**src/rtl/assert_macros.svh**
```systemverilog
// Assertion macros for the RTL; sorted_min_priority_queue is the file that uses them.
// Depends on nothing; files that assert take it in by include.
`ifndef ASSERT_MACROS_SVH
`define ASSERT_MACROS_SVH
`ifndef NO_ASSERTIONS
// Concurrent property checked at every rising clock edge outside reset.
`define ASSERT_PROP(label, clk, rst_n, prop) \
  label: assert property (@(posedge clk) disable iff (!rst_n) prop) \
    else $error("assertion failed");
// Condition that must never hold outside reset.
`define ASSERT_NEVER(label, clk, rst_n, cond) \
  label: assert property (@(posedge clk) disable iff (!rst_n) !(cond)) \
    else $error("forbidden condition seen");
`else
`define ASSERT_PROP(label, clk, rst_n, prop)
`define ASSERT_NEVER(label, clk, rst_n, cond)
`endif
`endif

```
**src/rtl/smpq_pkg.sv**
```systemverilog
// Types, constants and the key comparison of the sorted priority queue.
// Depends on nothing; used by smpq_cell and sorted_min_priority_queue.
package smpq_pkg;

  localparam int unsigned CAPACITY         = 256;
  localparam int unsigned WEIGHT_BITS      = 32;
  localparam int unsigned HANDLE_BITS      = 9;
  localparam int unsigned SYMBOL_BITS      = 8;
  localparam int unsigned WEIGHT_PORT_BITS = 32;
  localparam int unsigned COUNT_BITS       = $clog2(CAPACITY + 1);

  // One stored entry.
  typedef struct packed {
    logic [HANDLE_BITS-1:0] handle;
    logic [WEIGHT_BITS-1:0] weight;
    logic [SYMBOL_BITS-1:0] symbol;
  } entry_t;

  // Shift commands broadcast to every cell.
  typedef struct packed {
    logic enq;
    logic deq;
  } cell_ctrl_t;

  typedef enum logic {
    OP_ENQ = 1'b0,
    OP_DEQ = 1'b1
  } op_e;

  typedef enum logic [1:0] {
    ST_OK    = 2'd0,
    ST_EMPTY = 2'd1,
    ST_FULL  = 2'd2
  } status_e;

  // Weight first, symbol breaks ties.
  function automatic logic key_less(entry_t a, entry_t b);
    logic res;
    if (a.weight == b.weight) begin
      res = a.symbol < b.symbol;
    end else begin
      res = a.weight < b.weight;
    end
    return res;
  endfunction

endpackage

```
**src/rtl/smpq_cell.sv**
```systemverilog
// One slot of the shift-register priority queue.
// Depends on smpq_pkg for the entry type, the commands and the key compare.
module smpq_cell (
  input  logic                clk_i,
  input  smpq_pkg::cell_ctrl_t ctrl_i,
  input  logic                occupied_i,
  input  smpq_pkg::entry_t    new_entry_i,
  input  smpq_pkg::entry_t    left_entry_i,
  input  logic                left_less_i,
  input  smpq_pkg::entry_t    right_entry_i,
  output smpq_pkg::entry_t    entry_o,
  output logic                less_o
);
  import smpq_pkg::*;

  entry_t entry_q, entry_d;

  // The new entry goes before this slot if the slot is free or holds a greater key.
  assign less_o  = !occupied_i || key_less(new_entry_i, entry_q);
  assign entry_o = entry_q;

  // On insert the first slot past the key takes the new entry and later slots
  // take their left neighbor; on removal all but the last take their right neighbor.
  always_comb begin
    entry_d = entry_q;
    if (ctrl_i.enq) begin
      if (less_o) begin
        entry_d = left_less_i ? left_entry_i : new_entry_i;
      end
    end else if (ctrl_i.deq) begin
      entry_d = right_entry_i;
    end
  end

  always_ff @(posedge clk_i) begin
    entry_q <= entry_d;
  end

endmodule

```
**config.mk**
```make
export PLATFORM = sky130hd
export DESIGN_NAME = smpq_cell
export DESIGN_NICKNAME = d
export VERILOG_FILES = /design/src/rtl/assert_macros.svh /design/src/rtl/smpq_pkg.sv /design/src/rtl/smpq_cell.sv
export SDC_FILE = /design/constraint.sdc
export NUM_CORES = 1
export LEC_CHECK = 0
export BUFFER_PORTS_ARGS = -buffer_cell sky130_fd_sc_hd__buf_4
export CORE_ASPECT_RATIO = 1.25
export CORE_UTILIZATION = 31
export DETAILED_ROUTE_END_ITERATION = 6
export GPL_TIMING_DRIVEN = 0
export PLACE_DENSITY = 0.66
export SLEW_MARGIN = 0
export SYNTH_ARGS = -nofsm -noshare
export SYNTH_HDL_FRONTEND = slang
export SYNTH_SLANG_ARGS = --single-unit
```
**constraint.sdc**
```tcl
create_clock -name clk_i -period 10.9 [get_ports clk_i]
set_clock_uncertainty 0.15 [all_clocks]
set_input_delay 0.545 -clock clk_i [delete_from_list [all_inputs] [get_ports clk_i]]
set_output_delay 0.545 -clock clk_i [all_outputs]
set_load 0.01 [all_outputs]
```
* After elaboration in Yosys (flattened, before gate mapping)
Cells that the tools add are included.
** Operators by class
- Eq/ne operators :: 2
- $lt $le $gt $ge :: 2
- Reduce and logical (&&, ||, !) cells :: 4
- Mux-type cells :: 5
** Operators by type and width (number)
- two-way mux 49 bit :: 4
- == test 32 bit :: 1
- < comparator 32 bit :: 1
- < comparator 8 bit :: 1
- != test 2 x 1 -> 1 bit, second input constant :: 1
- AND reduction 2 bit :: 1
- nonzero test 2 bit :: 1
- logical NOT 1 bit :: 1
- logical OR 1 bit :: 1
- two-way mux 1 bit :: 1
** Storage, ports and cells
- Word-level logic and storage cells :: 16
- Output and inout bits :: 50
- Register bits after elaboration :: 49
- Input bits :: 152

* Logic depth before layout (Yosys ltp)
Gate-level depths: netlist of the first run.
- Word-level depth :: 5
- Mapped depth :: 7
- Gate-level depth less buffers :: 7

* Worst setup path before layout of the first run
Ideal clock, no wire load.
- Kind :: input port to flip-flop
- From :: input new_entry_i[22] in the netlist's numbering
- To :: register entry_q, in the netlist entry_o[0], enable pin
- Path slack :: 7.169 ns
- Arrival time :: 3.156 ns
- Required time :: 10.325 ns
- Path buffers :: 0
- Stages :: 6
- Path through :: ha_1 -> a21oi_1 -> nand2_1 -> a221o_1 -> o31a_1 -> o221ai_2
** On the way
- Word-level cells in the longest chain between the ends :: 5
- Elaborated cells on any way between the ends :: 6
- Those cells by class :: 1 x order compare; 2 x eq/ne; 1 x mux; 2 x reduce/logical
** Ends and longest elaborated chain
- start: declaration :: RTL line smpq_cell.sv:7 : input smpq_pkg::entry_t new_entry_i,
- < comparator 32 bit or == test 32 bit (tied branches) :: RTL line smpq_pkg.sv:42, smpq_pkg.sv:39
- two-way mux 1 bit (*) :: RTL line smpq_pkg.sv:39 : if (a.weight == b.weight) begin
- logical OR 1 bit (*) :: RTL line smpq_cell.sv:19 : assign less_o = !occupied_i || key_less(new_entry_i, entry_q);
- != test 2 x 1 -> 1 bit (no source line) (*)
- AND reduction 2 bit (no source line) (*)
- end signal: assignment :: RTL line smpq_cell.sv:36 : entry_q <= entry_d;
- end: declaration :: RTL line smpq_cell.sv:16 : entry_t entry_q, entry_d;
Mark *: on every way between the ends. The rest lies on a longest branch, timed or not.
A chain may end at the register's enable or synchronous reset.

* Final worst setup path of the first run
- From :: register entry_q, in the netlist entry_o[15]
- To :: register entry_q, in the netlist entry_o[32], enable pin
** On the way
- Word-level cells in the longest chain between the ends :: 5
- Elaborated cells on any way between the ends :: 6
- Those cells by class :: 1 x order compare; 2 x eq/ne; 1 x mux; 2 x reduce/logical
** Ends and longest elaborated chain (RTL line)
- < comparator 32 bit or == test 32 bit (tied branches) :: smpq_pkg.sv:42, smpq_pkg.sv:39
- two-way mux 1 bit (*) :: smpq_pkg.sv:39
- logical OR 1 bit (*) :: smpq_cell.sv:19
- != test 2 x 1 -> 1 bit (no source line) (*)
- AND reduction 2 bit (no source line) (*)
Marked as above.

==> summary by stage, run 1 <==
Run status
The flow ran to the end, and the final reports show no timing, DRC or antenna violations.

Clock network
Counting along the longest clock path gives a buffer depth of 2. Buffers inserted to repair hold after CTS numbered 0. TritonCTS created 5 clock buffers. TritonCTS built the clock tree.

The clock reaches the later pin of the worst-skew pair after 0.29 ns. After clock tree synthesis, the clock-pin slew on the worst setup and hold paths is 0.07 ns. The setup fix buffers added after clock tree synthesis is 0. Clock tree synthesis found a total of 49 sinks.

The H-tree was split into 2 levels. The total of cells resized after clock tree synthesis is 0. The buffer cell driving the clock tree root is clkbuf_16.

Routing
The detail-routed via count per cell is 4.880. After detailed routing, the number of remaining DRC violations is 0. The sum of routed wire length over all layers is 10750 um. In the final routed layout, each cell accounts on average for 15.35 um. The pre-antenna-repair detailed-routing pass consisted of 4 iterations. The number of vias in the routed layout is 3416.

The number of DRC violations after detailed-routing iteration 0 is 97. The residual antenna-violating net count after detailed routing is 0.

Critical path
The maximum fanout encountered on the critical timing path is 26. The worst setup path is captured at a flip-flop. The critical path data arrival time is 3.04 ns.

The category of the worst setup path launch point is a flip-flop. The worst setup path is of the reg -> reg kind. At the worst endpoint, the required time is 10.74 ns.

Synth
The portion of synthesized area spent on multiplexers is 0.1394. The number of synthesized register bits is 49. Of the total synthesized cell area, the portion taken by XOR and XNOR cells is 0. Counting every net in the synthesized netlist gives 549. Yosys printed 0 warnings. The area of the mapped netlist is 3520 um2.

The share of the Yosys chip area taken by registers is 0.4181. The combinational family with the most area after synthesis is multiplexers. After technology mapping, the gate count stands at 358. The distinct cell type count of the synthesized netlist is 33. The fraction of the mapped netlist area in simple logic gates is 0.1038. The synthesized-area fraction occupied by ao, oa, aoi and oai cells is 0.1347. Of the total synthesized cell area, the portion taken by full adders, half adders and majority gates is 0.1386.

Dividing the synthesized area by the synthesized cell count gives 9.831 um2.

GRT
In the global route stage, overall resource usage came out at 0.1827. The initial antenna violation count was 0. The remaining global-route overflow is 0.

The pin count of the biggest net entering global routing is 27. The first global-routing pass estimated 16910 um of wire. The via count of the first global-routing pass is 3454.

Timing
The number of max-slew violations in the final report was 0. The setup-violating endpoint count in the final report is 0. The worst pin sits at a relative slew slack of 0.3449.

The share of the clock period used by the worst path is 0.2944. For the pin with the worst max-slew slack, the measured transition is 0.9826 ns. Static timing analysis puts the maximum clock frequency at 0.3117 GHz. The time the worst path needs with I/O delays and setup is 3.209 ns. The total count of hold-check failures in the final report is 0.

The worst hold slack is 0.4227 ns. Setup repair after global routing left no endpoint under its margin. The post-route worst setup slack is 7.691 ns. In the final timing run, aggregate negative setup slack is 0 ns.

Cells and area
The top cell types in the final layout, fill and taps aside, are buf_4 (200), a21oi_1 (63), nor2_1 (51). The share of post-route cells with drive strength above 1 is 0.3805. The most common cell after layout, fill and taps aside is buf_4. The finished layout cell area is 5346 um2. The number of antenna diodes in the final layout is 0. The final core utilization is 0.4824.

The area growth from synthesis to layout is 51.90%. The register with the most flip-flops in the layout has 49 of them. The final-stage net count is 756.

Die
The die is 97.31 um wide. Row generation in the floorplan step produced 43 rows. The core region is 11080 um2. The die footprint is 11790 um2. The vertical die dimension is 121.1 um. The initial utilization of the core area, before any placement, comes to 0.3176. The number of top-level design ports is 202.

Pwr
The analysis attributes to cell leakage a power of 2.674 nW. The power per standard cell area is 110.9 nW/um2. Across the VDD grid, the largest voltage drop is 0.05213 mV.

Flow run
Across the run, the number of max-cap violations was 0.

Place
The placer's final routability congestion estimate is 0.7458. The post-place instance area is 5214 um2. The HPWL after detailed placement is 8771 um. The post-placement setup slack is 7.306 ns. The count of input and output buffers is 199.

Worst hold path
The path class of the tightest hold or removal check is in -> reg.
-- synthesized netlist by cell type, drive strengths merged --
cell	instances	area [um2]
a2111oi	1	8.760
inv	42	157.7
edfxtp	49	1471
nand3	4	20.02
and3	1	6.260
o31a	1	8.760
nand2b	1	6.260
a221oi	1	8.760
a221o	1	10.01
nor4	3	31.28
nand4	10	75.07
o21a	1	7.510
o2111ai	1	8.760
nor3	2	10.01
ha	39	488.0
a21oi	63	315.3
nor2	51	191.4
buf	7	35.04
nand2	5	18.77
o21ai	6	30.02
nor2b	1	6.260
a211o	1	8.760
o221ai	1	15.01
a21o	5	37.54
mux2i	49	490.5
o211ai	1	7.510
clkbuf	10	37.54
a22oi	1	7.510
-- path summary, 6_finish.rpt --
| kind | end | slack [ns] | startpoint | depth (start not counted) |
|---|---|---|---|---|
| setup / recovery | entry_o[32] | 7.69 | entry_o[15] | 8 |
| hold / removal | entry_o[15] | 0.42 | right_entry_i[15] | 3 |
| setup reg to reg | entry_o[32] | 7.69 | entry_o[15] | 8 |
| hold reg to reg | entry_o[6] | 1.35 | entry_o[0] | 5 |
-- final cells by class --
cell class	count	area, um2
buffer	17	72.57
clock buffer	6	128.9
clock inverter	1	3.754
fill	1052	5737
inverter	42	157.7
multi-input combinational	250	1829
sequential	49	1471
tap	135	168.9
timing repair buffer	200	1514
-- power breakdown --
group / switching [W] / internal, W
Sequential: 0.0000102 / 0.000237
Clock: 0.0000663 / 0.0000833
Combinational: 0.0000941 / 0.000102
-- kinds of logic (layout without fill, tap and decap cells) --
group / after synthesis / count (layout)
buffers and inverters: 59 / 266
muxes: 49 / 49
and+or+nand+nor: 78 / 78
adders and majority gates: 39 / 39
AOI/OAI and AO/OA: 84 / 84
DFF: 49 / 49
-- per-stage QoR --
| stage | power (W) | cells |
|---|---|---|
| 6_report | 0.0005930 | 700 |
| 4_1_cts | 0.0006056 | 700 |
| 5_1_grt | 0.0006311 | 700 |
| 2_1_floorplan | 0.0003434 | 358 |
| 3_3_place_gp | 0.0004438 | 692 |
| 3_5_place_dp | 0.0004502 | 693 |
-- per-layer routing --
metal / global-route usage / share of wire
met5: 0 / 0
met4: 0.04228 / 0.0063
met3: 0.03975 / 0.062
met2: 0.3327 / 0.52
met1: 0.2190 / 0.41
-- critical path: stages (launching register included) --
cell	delay, ns
edfxtp_1	0.39
inv_1	0.07
ha_1	0.24
a21oi_1	0.15
o21ai_0	0.13
a221o_1	0.31
o31a_1	0.36
o221ai_4	0.79
buf_12	0.28
(Power assumes the default switching activity.)
==> run 2, diff against run 1 <==
--- a/config.mk
+++ b/config.mk
@@ -5,6 +5,7 @@
 export SDC_FILE = /design/constraint.sdc
 export NUM_CORES = 1
 export LEC_CHECK = 0
+export ABC_AREA = 1
 export BUFFER_PORTS_ARGS = -buffer_cell sky130_fd_sc_hd__buf_4
 export CORE_ASPECT_RATIO = 1.25
 export CORE_UTILIZATION = 31
==> constraint.sdc (replaced) <==
create_clock -name clk_i -period 3.3 [get_ports clk_i]
set_clock_uncertainty 0.15 [all_clocks]
set_input_delay 0.165 -clock clk_i [delete_from_list [all_inputs] [get_ports clk_i]]
set_output_delay 0.165 -clock clk_i [all_outputs]
set_load 0.01 [all_outputs]
==> run 2 against run 1 <==
The flow now finishes with violations (DRC). Area after synthesis up 0.78%. Cell area rose by 1.2%. Clock-buffer cell count fell by 1. Worst hold slack got worse by 0.42 ns.
==> summary by stage, run 2 <==
Critical path
The worst setup path is launched from a flip-flop. The cell occurring most often along the worst timing path is nand2_2. The worst setup path is captured at a flip-flop. The largest individual stage delay along the critical path comes from the cell nand2_2.

The maximum fanout encountered on the critical timing path is 34. The critical path goes through inv_1 > ha_1 > nand2_1 > nor2_2 > nand2_2 > nor2_2 > nand3_1 > nor2_1 > nor2_1 > nand2_2 > nand2_1 > nand2_2 > buf_12. The critical path is of the reg -> reg type.

The delay of the slowest cell on the worst path is 0.36 ns. The data required time of the critical path is 3.13 ns. Data arrives at the worst endpoint at 2.55 ns.

Timing
At the pin with the least slew margin, the transition time is 0.5084 ns. The headroom to the max-slew limit is 0.6611. Static timing analysis puts the maximum clock frequency at 0.3676 GHz.

In the finished design, the share of the clock period the worst path needs comes to 0.8244. The total count of hold-check failures in the final report is 0. The time the worst path needs with I/O delays and setup is 2.721 ns. The sum of negative setup slack is 0 ns. Setup repair after global routing left no endpoint under its margin. The setup-violating endpoint count in the final report is 0. The number of max-slew violations in the final report is 0.

Routing
After the first detailed-routing iteration, the DRC count stood at 135. The detail-routed via count per cell is 4.710. The number of iterations in the first detailed-routing pass is 7.

The detail route stage leaves a number of antenna-violating nets equal to 0. For this block, the routed nets add up to 11180 um of wire. Dividing the detail-routed wire length by the instance count gives 14.08 um. The detailed router placed 3740 vias in this run. After detailed routing, the number of remaining DRC violations is 20.

Place
The count of input and output buffers is 200. The placer's final routability congestion estimate is 0.8028. The number of placed instances, taps included is 786. The detailed placement HPWL is 9130 um.

GRT
The remaining global-route overflow is 0. Across every metal layer, demand over resource in global routing totals 0.1891. The via count of the first global-routing pass is 3686. The first global-routing pass estimated 17600 um of wire. The initial antenna violation count came to 0. Entering global routing, the biggest net connects 35 pins.

Cells and area
The multi-input combinational cells in the finished layout cover a total of 1782 um2. The top cell types in the final layout, fill and taps aside, are buf_4 (202), nand2_1 (91), nor2_1 (60). The final non-filler cell total is 794. The number of antenna cells inserted is 0. The layout filler cell count is 1116. The library cell used most frequently in the layout, excluding fill and tap cells, is buf_4.

The number of flip-flops in the largest register is 49. The area growth from synthesis to layout is 52.52%. The share of post-route cells with drive strength above 1 is 0.3475.

The sequential cell area in the final layout is 1471 um2. The final-stage net count is 850.

Worst hold path
The class of the tightest hold or removal check is in -> reg.

Synth
The yosys synthesis warning count is 0. The area of the mapped netlist is 3547 um2. The distinct cell type count of the synthesized netlist is 21. The count of flip-flops with a built-in enable after synthesis is 49.

Ranked by instance count, the synthesized netlist is headed by nand2_1 (92), nor2_1 (60), o21ai_0 (52). The synthesized instance count is 450. For this run, the register share of the synthesized area comes to 0.4148. By area the synthesized netlist is led by edfxtp_1 (41%), ha_1 (14%), nand2_1 (9.7%). nand2_1 is the most common cell in the netlist. The net count of the mapped netlist is 641. The most instantiated flip-flop cell in the synthesis netlist is edfxtp_1. The synthesized area per cell is 7.883 um2. The number of synthesized register bits is 49. Of the post-synthesis cell area, the dominant cell type holds 0.4148. The cell taking the most area after synthesis is edfxtp_1. The fraction of synthesis flops using an asynchronous set or reset pin is 0.

Die
For this configuration, the core starts out at a cell density of 0.3185. During I/O placement, the number of pins put on the boundary was 202. The number of placement rows is 43. The die covers 11880 um2.

The area of the placeable core is 11140 um2. The floorplan step set the die width to 97.68 um. The vertical die dimension is 121.6 um.

Clock network
The CTS tree is done. The clock buffer count from CTS is 5. After clock tree synthesis, the flow added hold-fix buffers numbering 1. CTS saw 49 sinks. The buffer cell driving the clock tree root is clkbuf_16. Once the clock tree was built, the resizer swapped 0 gates to a different size.

The clock insertion delay at the later pin of the skew report is 0.29 ns. The number of setup buffers added after CTS is 0. The maximum number of buffers from clock root to sink is 2. Clock-pin slew was measured on the worst setup and hold paths at 0.07 ns.

The H-tree generated during clock tree synthesis spans 2 levels.

Run status
The run finished, with violations left. The checks that failed: DRC.

Pwr
The static leakage is 2.674 nW. In this run the power density over the cells is 371.0 nW/um2. The maximum vdd drop is 0.1637 mV.

Flow run
The number of max-cap violations is 0.
-- run 2: cell count changes in the layout (fill, tap and decap cells not counted), sizes merged, moves of 2 or more --
| cell | delta |
|---|---|
| mux2i | -49 |
| a21oi | -46 |
| a21o | -3 |
| nand2 | +93 |
| nor2 | +14 |
| clkbuf | +2 |
| nand4 | -9 |
| inv | +11 |
| o21ai | +95 |
| nor4 | -3 |
| nor3 | -2 |
-- run 2: worst max-delay path: cells and delay by family, from the launching register on --
kind,cells,cell delay (ns)
adders and majority gates,1,0.29
and+or+nand+nor,10,1.30
DFF,1,0.34
buffers and inverters,2,0.32
-- run 2: final cells by class --
cell class                      count  share of cell area
Clock inverter                      2            0.006475
Buffer                             20             0.01804
Multi-Input combinational cell    328              0.3293
Tap cell                          135             0.03122
Timing Repair Buffer              202              0.2831
Inverter                           53             0.03677
Sequential cell                    49              0.2720
Clock buffer                        5             0.02313
-- run 2: kinds of logic (layout without fill, tap and decap cells) --
kind of cell	count (synthesis)	after routing	share of synthesized area
and+or+nand+nor	167	167	0.1891
AOI/OAI and AO/OA	122	122	0.1750
buffers and inverters	73	282	0.08359
DFF	49	49	0.4148
adders and majority gates	39	39	0.1376
-- run 2: stage by stage --
| step | util | hold WS [ns] | instance area (um2) | setup slack, ns | total power, W |
|---|---|---|---|---|---|
| after floorplan | - | 0.2127 | 3547 | 0.2393 | 0.001107 |
| after global placement | 0.4685 | 0.2996 | 5218 | -0.4525 | 0.001425 |
| after detailed placement | 0.4705 | 0.3030 | 5240 | 0.5538 | 0.001445 |
| after CTS | 0.4858 | 0.0005070 | 5410 | 0.5376 | 0.002039 |
| after global routing | 0.4858 | 0.008307 | 5410 | 0.3821 | 0.002133 |
| final | 0.4858 | 0.005440 | 5410 | 0.5794 | 0.002007 |
-- run 2: final timing paths --
path / from / endpoint / slack [ns] / cells after the start
hold / removal: right_entry_i[33] / entry_o[33] / 0.005 / 3
hold reg to reg: entry_o[39] / entry_o[37] / 1.40 / 10
setup / recovery: entry_o[23] / entry_o[8] / 0.58 / 13
setup reg to reg: entry_o[23] / entry_o[8] / 0.58 / 13
-- run 2: routing by layer --
| metal | up-vias | routed length (um) | track usage |
|---|---|---|---|
| met1 | 1692 | 4447 | 0.2113 |
| met2 | 124 | 5859 | 0.3626 |
| met4 | 0 | 159 | 0.04545 |
| met3 | 12 | 715 | 0.04188 |
| met5 | - | 0 | 0 |
| li1 | 1912 | - | - |
-- run 2: power breakdown --
| group | internal (W) | switching (W) |
|---|---|---|
| Combinational | 0.000314 | 0.000304 |
| Clock | 0.000353 | 0.000231 |
| Sequential | 0.000773 | 0.0000317 |
| Total | 0.00144 | 0.000568 |
